<file path="src/design/limit_order_matcher_macros.svh">
// Assertion macros for the order matcher
`ifndef LIMIT_ORDER_MATCHER_MACROS_SVH
`define LIMIT_ORDER_MATCHER_MACROS_SVH

`ifndef SYNTHESIS
`define LOM_ASSERT(label, clk, rst_n, prop, msg) \
    label: assert property (@(posedge clk) disable iff (!rst_n) prop) else $error(msg);
`define LOM_ASSERT_NEXT(label, clk, rst_n, cond, prop, msg) \
    label: assert property (@(posedge clk) disable iff (!rst_n) cond |=> prop) else $error(msg);
`else
`define LOM_ASSERT(label, clk, rst_n, prop, msg)
`define LOM_ASSERT_NEXT(label, clk, rst_n, cond, prop, msg)
`endif

`endif

</file>
<file path="src/design/lom_pkg.sv">
package lom_pkg;

    localparam int SYMBOL_COUNT = 8;
    localparam int ORDER_SLOTS  = 32;
    localparam int SLOT_W       = (ORDER_SLOTS > 1) ? $clog2(ORDER_SLOTS) : 1;
    localparam int CNT_W        = $clog2(ORDER_SLOTS + 1);

    localparam logic [1:0] KIND_NEW    = 2'd0;
    localparam logic [1:0] KIND_CANCEL = 2'd1;
    localparam logic [1:0] KIND_FLUSH  = 2'd2;

    localparam logic [2:0] EV_ACK        = 3'd0;
    localparam logic [2:0] EV_CANCEL_ACK = 3'd1;
    localparam logic [2:0] EV_TRADE      = 3'd2;
    localparam logic [2:0] EV_TOP        = 3'd3;
    localparam logic [2:0] EV_FULL       = 3'd4;

    typedef struct packed {
        logic [3:0]  symside;
        logic [47:0] key;
        logic [23:0] price;
        logic [23:0] remaining;
        logic [31:0] arrival;
    } slot_t;

    typedef struct packed {
        logic              en;
        logic [SLOT_W-1:0] addr;
        logic              valid;
        slot_t             data;
    } slot_wr_t;

    typedef struct packed {
        logic        top_present;
        logic        top_side;
        logic [28:0] qty;
        logic [23:0] price;
        logic [31:0] seller_order;
        logic [15:0] seller_client;
        logic [31:0] buyer_order;
        logic [15:0] buyer_client;
    } payload_t;

    typedef struct packed {
        logic [2:0] ev;
        payload_t   payload;
    } result_t;

    typedef enum logic [2:0] {
        S_IDLE,
        S_SCAN,
        S_EVAL,
        S_PLACE,
        S_DONE
    } state_t;

    typedef enum logic [2:0] {
        PH_LOOKUP,
        PH_MATCH,
        PH_TOP_OPP,
        PH_TOP_OWN,
        PH_CXL_BEST,
        PH_CXL_TOP
    } phase_t;

endpackage

</file>
<file path="src/design/lom_slot_mem.sv">
module lom_slot_mem
    import lom_pkg::*;
(
    input  logic              clk,
    input  logic              rst_n,
    input  slot_wr_t          wr,
    input  logic              flush,
    input  logic [SLOT_W-1:0] rd_addr,
    output slot_t             rd_data,
    output logic              rd_valid
);

    slot_t                  mem [ORDER_SLOTS];
    logic [ORDER_SLOTS-1:0] valid_reg;
    slot_t                  rd_data_reg;
    logic                   rd_valid_reg;

    always_ff @(posedge clk)
    begin
        if (wr.en)
        begin
            mem[wr.addr] <= wr.data;
        end
        rd_data_reg <= mem[rd_addr];
    end

    always_ff @(posedge clk or negedge rst_n)
    begin
        if (!rst_n)
        begin
            valid_reg    <= '0;
            rd_valid_reg <= 1'b0;
        end
        else
        begin
            rd_valid_reg <= valid_reg[rd_addr];
            if (flush)
            begin
                valid_reg <= '0;
            end
            else if (wr.en)
            begin
                valid_reg[wr.addr] <= wr.valid;
            end
        end
    end

    assign rd_data  = rd_data_reg;
    assign rd_valid = rd_valid_reg;

endmodule
</file>
<file path="config.mk">
export PLATFORM = sky130hd
export DESIGN_NAME = lom_slot_mem
export DESIGN_NICKNAME = d
export VERILOG_FILES = /design/src/design/limit_order_matcher_macros.svh /design/src/design/lom_pkg.sv /design/src/design/lom_slot_mem.sv
export SDC_FILE = /design/constraint.sdc
export NUM_CORES = 2
export LEC_CHECK = 0
export BUFFER_PORTS_ARGS = -buffer_cell sky130_fd_sc_hd__buf_4
export CAP_MARGIN = 0
export CORE_MARGIN = 2
export CORE_UTILIZATION = 35
export DETAILED_ROUTE_END_ITERATION = 7
export GPL_TIMING_DRIVEN = 0
export RECOVER_POWER = 50
export REMOVE_ABC_BUFFERS = 1
export SYNTH_ARGS = -nofsm -noshare
export SYNTH_HDL_FRONTEND = slang
export SYNTH_MEMORY_MAX_BITS = 65536
export SYNTH_SLANG_ARGS = --single-unit
</file>
<file path="constraint.sdc">
create_clock -name clk -period 1.2 [get_ports clk]
set_clock_uncertainty 0.15 [all_clocks]
set_input_delay 0.12 -clock clk [delete_from_list [all_inputs] [get_ports clk]]
set_output_delay 0.12 -clock clk [all_outputs]
set_load 0.03 [all_outputs]
</file>
# Word level (Yosys, flattened, before mapping)
# Memories as Yosys holds them, arrays and structs flattened. A register that Yosys moved wholly into a read port is not among the register bits.
# Cells that the tools add are included.
[word_totals] regBits=33 ram_bits=4224 input_bits=147 output_inout_bits=133 word_cells=17 n_memories=1
[op_classes] order_cmp=3 mux=9 n_reduce_logical=2
[mem_list] name="mem" words=32 width=132 read_ports=1 rd_ports_with_merged_regs=1 wr=1 line_no="lom_slot_mem.sv:13" rtl="slot_t mem [ORDER_SLOTS];"
[ops] cell="$mux 32" n=2
[ops] cell="$bwmux 32" n=1
[ops] cell="$lt 5x6->1 const B" n=2
[ops] cell="$bmux 1 s5" n=1
[ops] cell="$demux 1 s5" n=1
[ops] cell="$ge 5x1->1 const B" n=1
[ops] cell="$mux 1" n=4
[ops] cell="$reduce_bool 2->1" n=1
[ops] cell="$logic_and 1x1->1" n=1

# Longest topological paths before layout
[depth] ltp_word=7 mapped_depth=9

# Least setup slack after synthesis
# No wires, ideal clock.
[synth_timing] path_type="input -> register" startpoint="in wr[134] in the netlist's numbering" endpoint="mem mem[12][0] in the netlist's numbering, enable pin" t_arrival_ns=6.443 required_ns=0.423 path_slack_ns=-6.020 stages=4 n_path_buf=2 path_cell_list="or3b_2 > clkbuf_1 > clkbuf_1 > nor2_1"
[synth_rtl] element="start: declaration" line_no="lom_slot_mem.sv:6" rtl="input slot_wr_t wr,"
[synth_rtl] element="end: declaration" line_no="lom_slot_mem.sv:13"
# No word-level cell before the write port.

# Worst setup path after layout
[layout_timing] startpoint="in wr[137] in the netlist's numbering" endpoint="mem mem[19][51] in the netlist's numbering, enable pin"
# No word-level cell before the write port.

==> out/results.ini <==
[setup_path]
cp_common_cell=buf_12
max_stage_delay_ps=780
path_class=primary input to register
cp_slowest_cell=dlygate4sd3_1
critPathTopFamily=buffers and inverters
critPathBufInv=5
cp.depth=7
end_kind=register
r2r-start=mem[6][44]
cp.arrival_ps=2620
r2r_end=rd_data[44]
crit_required_ps=1670
worstPathMaxFanout=15
r2r_cells=3
rrSetupSlack_ps=-780
crit_chain=buf_4, or3b_4, dlygate4sd3_1, nor2_4, buf_12, buf_12, buf_12
startpoint_type=primary input

[pwr]
combPwrFrac_pct=6.0
swShare_pct=21.8
internal-power_uw=261000
power_uw=333000
p_leak_uw=0.0656
peakVddDrop_mv=1.42
powerDensity_nw_per_um2=1630
power.switching_uw=72800
clkPwrFrac_pct=42.5
pwr-share-seq_pct=51.5

[sta]
fin_crit_sh_pct=179
max_freq_ghz=0.466
worst_pin_slew_ps=1330
finalHoldViolations=199
setup_violations=4894
holdWs_ps=-346
final.setup.tns_ps=-2105820
max_slew_margin_pct=11.2
worst_slack_ps=-947
drv_slew=0
fin_crit_ps=2150
rsz0062_at_grt=true

[yosys]
synth_edf_count=4224
synth_flop_cell=edfxtp_1
yosysSeqAreaShare_pct=80.4
synth_top_area_cell=edfxtp_1
synth.top_cell.area_share_pct=78.3
yosys-top-cells-area=edfxtp_1 78%, mux4_2 13%, o22ai_1 1.7%
async_flop_share_pct=0.752
ys.warnings.count=0
syn_avg_cell_area_um2=23.6
synth_cells=6865
synth_cell_types=33
yosys_register_bits=4389
synthesis.area_um2=162000

[route]
routed-via-count=84824
wl_um=509000
drcViolationCount=0
drtPass1Iterations=6
drt-initial-drc-count=11720
drtAntennaViolNets=0
wire_per_inst_um=34.3
post_drt_via_cell_ratio=5.72

[clocking]
cts_tree=done
cts_max_level=5
clk-insertion-delay-late_ps=980
cts_buffers=439
clk_pin_slew_worst_paths_ps=80
cts_buffer_depth=4
root_buffer=clkbuf_16
cts_sinks=4389

[placed_design]
dp_cells=13250
io_buffers=279
place_congestion=0.686
hpwl_um=270000

[global_route]
grt_pass1_wl_um=677000
antenna_found_initial=81
grt_pass1_vias=82568
grt_usage_pct=20.6
grt_max_degree=76
overflow=0

[floorplan]
ios=280
die_h_um=684
core-area_um2=460000
chipWidth_um=684
start_util_pct=35.2
design.die.area_um2=468000
floorplan.rows=249

[hold_path]
min_path_type=primary input to register
hold_path_startpoint=wr[136]
whs_endpoint=valid_reg[24]
hold_depth=5

[layout]
layout-drive-gt1-share_pct=36.3
syn_to_final_growth_pct=26.2
fin_cells=14829
layout_commonest_cell=edfxtp_1
final_cell_mix=4224 x edfxtp_1, 968 x mux4_2, 472 x clkbuf_16
nets=8434
largest_reg_flops=4224

[outcome]
status=finished with violations
violations=negative hold slack, negative setup slack

[job]
drv_cap=0

==> layer usage <==
metal / up-vias / wire length, um / GRT usage (%) / share of wire [%]
li1: 32665 / - / - / -
met1: 46083 / 198000 / 28.5 / 39
met2: 5055 / 244000 / 33.6 / 48
met3: 985 / 49700 / 3.81 / 9.8
met4: 36 / 17000 / 5.48 / 3.3
met5: - / 226 / 0 / 0.044
==> power groups by stage <==
stage | sequential, uW | combinational [uW] | clock, uW
floorplan | 175000 | 5760 | 0
detailed placement | 175000 | 16100 | 0
global placement | 175000 | 18600 | 0
global route | 172000 | 21000 | 149000
finish | 172000 | 20100 | 142000
CTS | 172000 | 19600 | 143000
==> logic make-up (layout without fill, tap and decap cells) <==
logic type / Yosys count / in the layout / share of synthesized area (%)
DFF: 4389 / 4389 / 80.4
muxes: 1162 / 1162 / 14.7
AOI/OAI and AO/OA: 640 / 640 / 2.54
buffers and inverters: 391 / 2178 / 1.43
and+or+nand+nor: 283 / 292 / 0.955
other: 0 / 19 / 0
==> layout make-up <==
type | count | area [um^2]
Antenna cell | 19 | 47.5
Tap cell | 6149 | 7690
Sequential cell | 4389 | 131000
Timing Repair Buffer | 1358 | 19400
Fill cell | 38174 | 256000
Clock buffer | 530 | 11500
Inverter | 3 | 53.8
Timing Repair inverter | 2 | 17.5
Clock inverter | 285 | 3420
Multi-Input combinational cell | 2094 | 31800
==> tightest hold or removal path, cell delays in order <==
cell and delay [ps]:
buf_12 120, nand3b_1 130, nor2_1 160, nand2_1 100
a21oi_1 80
==> cell usage after synthesis (all sizes together), types with 5 or more instances <==
cell type,count
nor2b,6
o22ai,436
nand3,51
dfrtp,33
nor4,109
buf,284
mux2i,194
a21oi,30
nor2,37
mux4,968
nand4,24
a22oi,144
nand3b,5
clkbuf,104
dfxtp,132
o21ai,30
nand2,33
edfxtp,4224
==> per-stage QoR <==
step	area, um^2	util [%]	setup WS, ps
global placement	170000	36.8	-29830
finish	204000	44.4	-947
global route	204000	44.4	-959
CTS	201000	43.6	-811
detailed placement	177000	38.5	-5030
floorplan	160000	-	-5850
==> timing repair <==
| action | in CTS | in global routing |
|---|---|---|
| gates resized for setup | 480 | 298 |
| cloned | 82 | 31 |
| endpoints found under the hold margin | 5514 | 876 |
| pin swaps | 98 | 37 |
| setup endpoints to repair | 4411 | 3560 |
| hold buffers | 257 | 19 |
| setup buffers | 130 | 239 |
==> how the worst max path moves through the flow <==
stage / end / slack [ps] / start
2_1_floorplan: mem[12][0] / -5850 / wr[134]
3_3_place_gp: rd_data[28] / -29830 / rd_addr[0]
5_1_grt: rd_data[44] / -960 / mem[7][44]
6_report: mem[19][51] / -950 / wr[137]
4_1_cts: rd_data[44] / -810 / mem[6][44]
3_5_place_dp: rd_data[32] / -5030 / rd_addr[0]
Note: power is estimated with default switching activity, not from simulation.
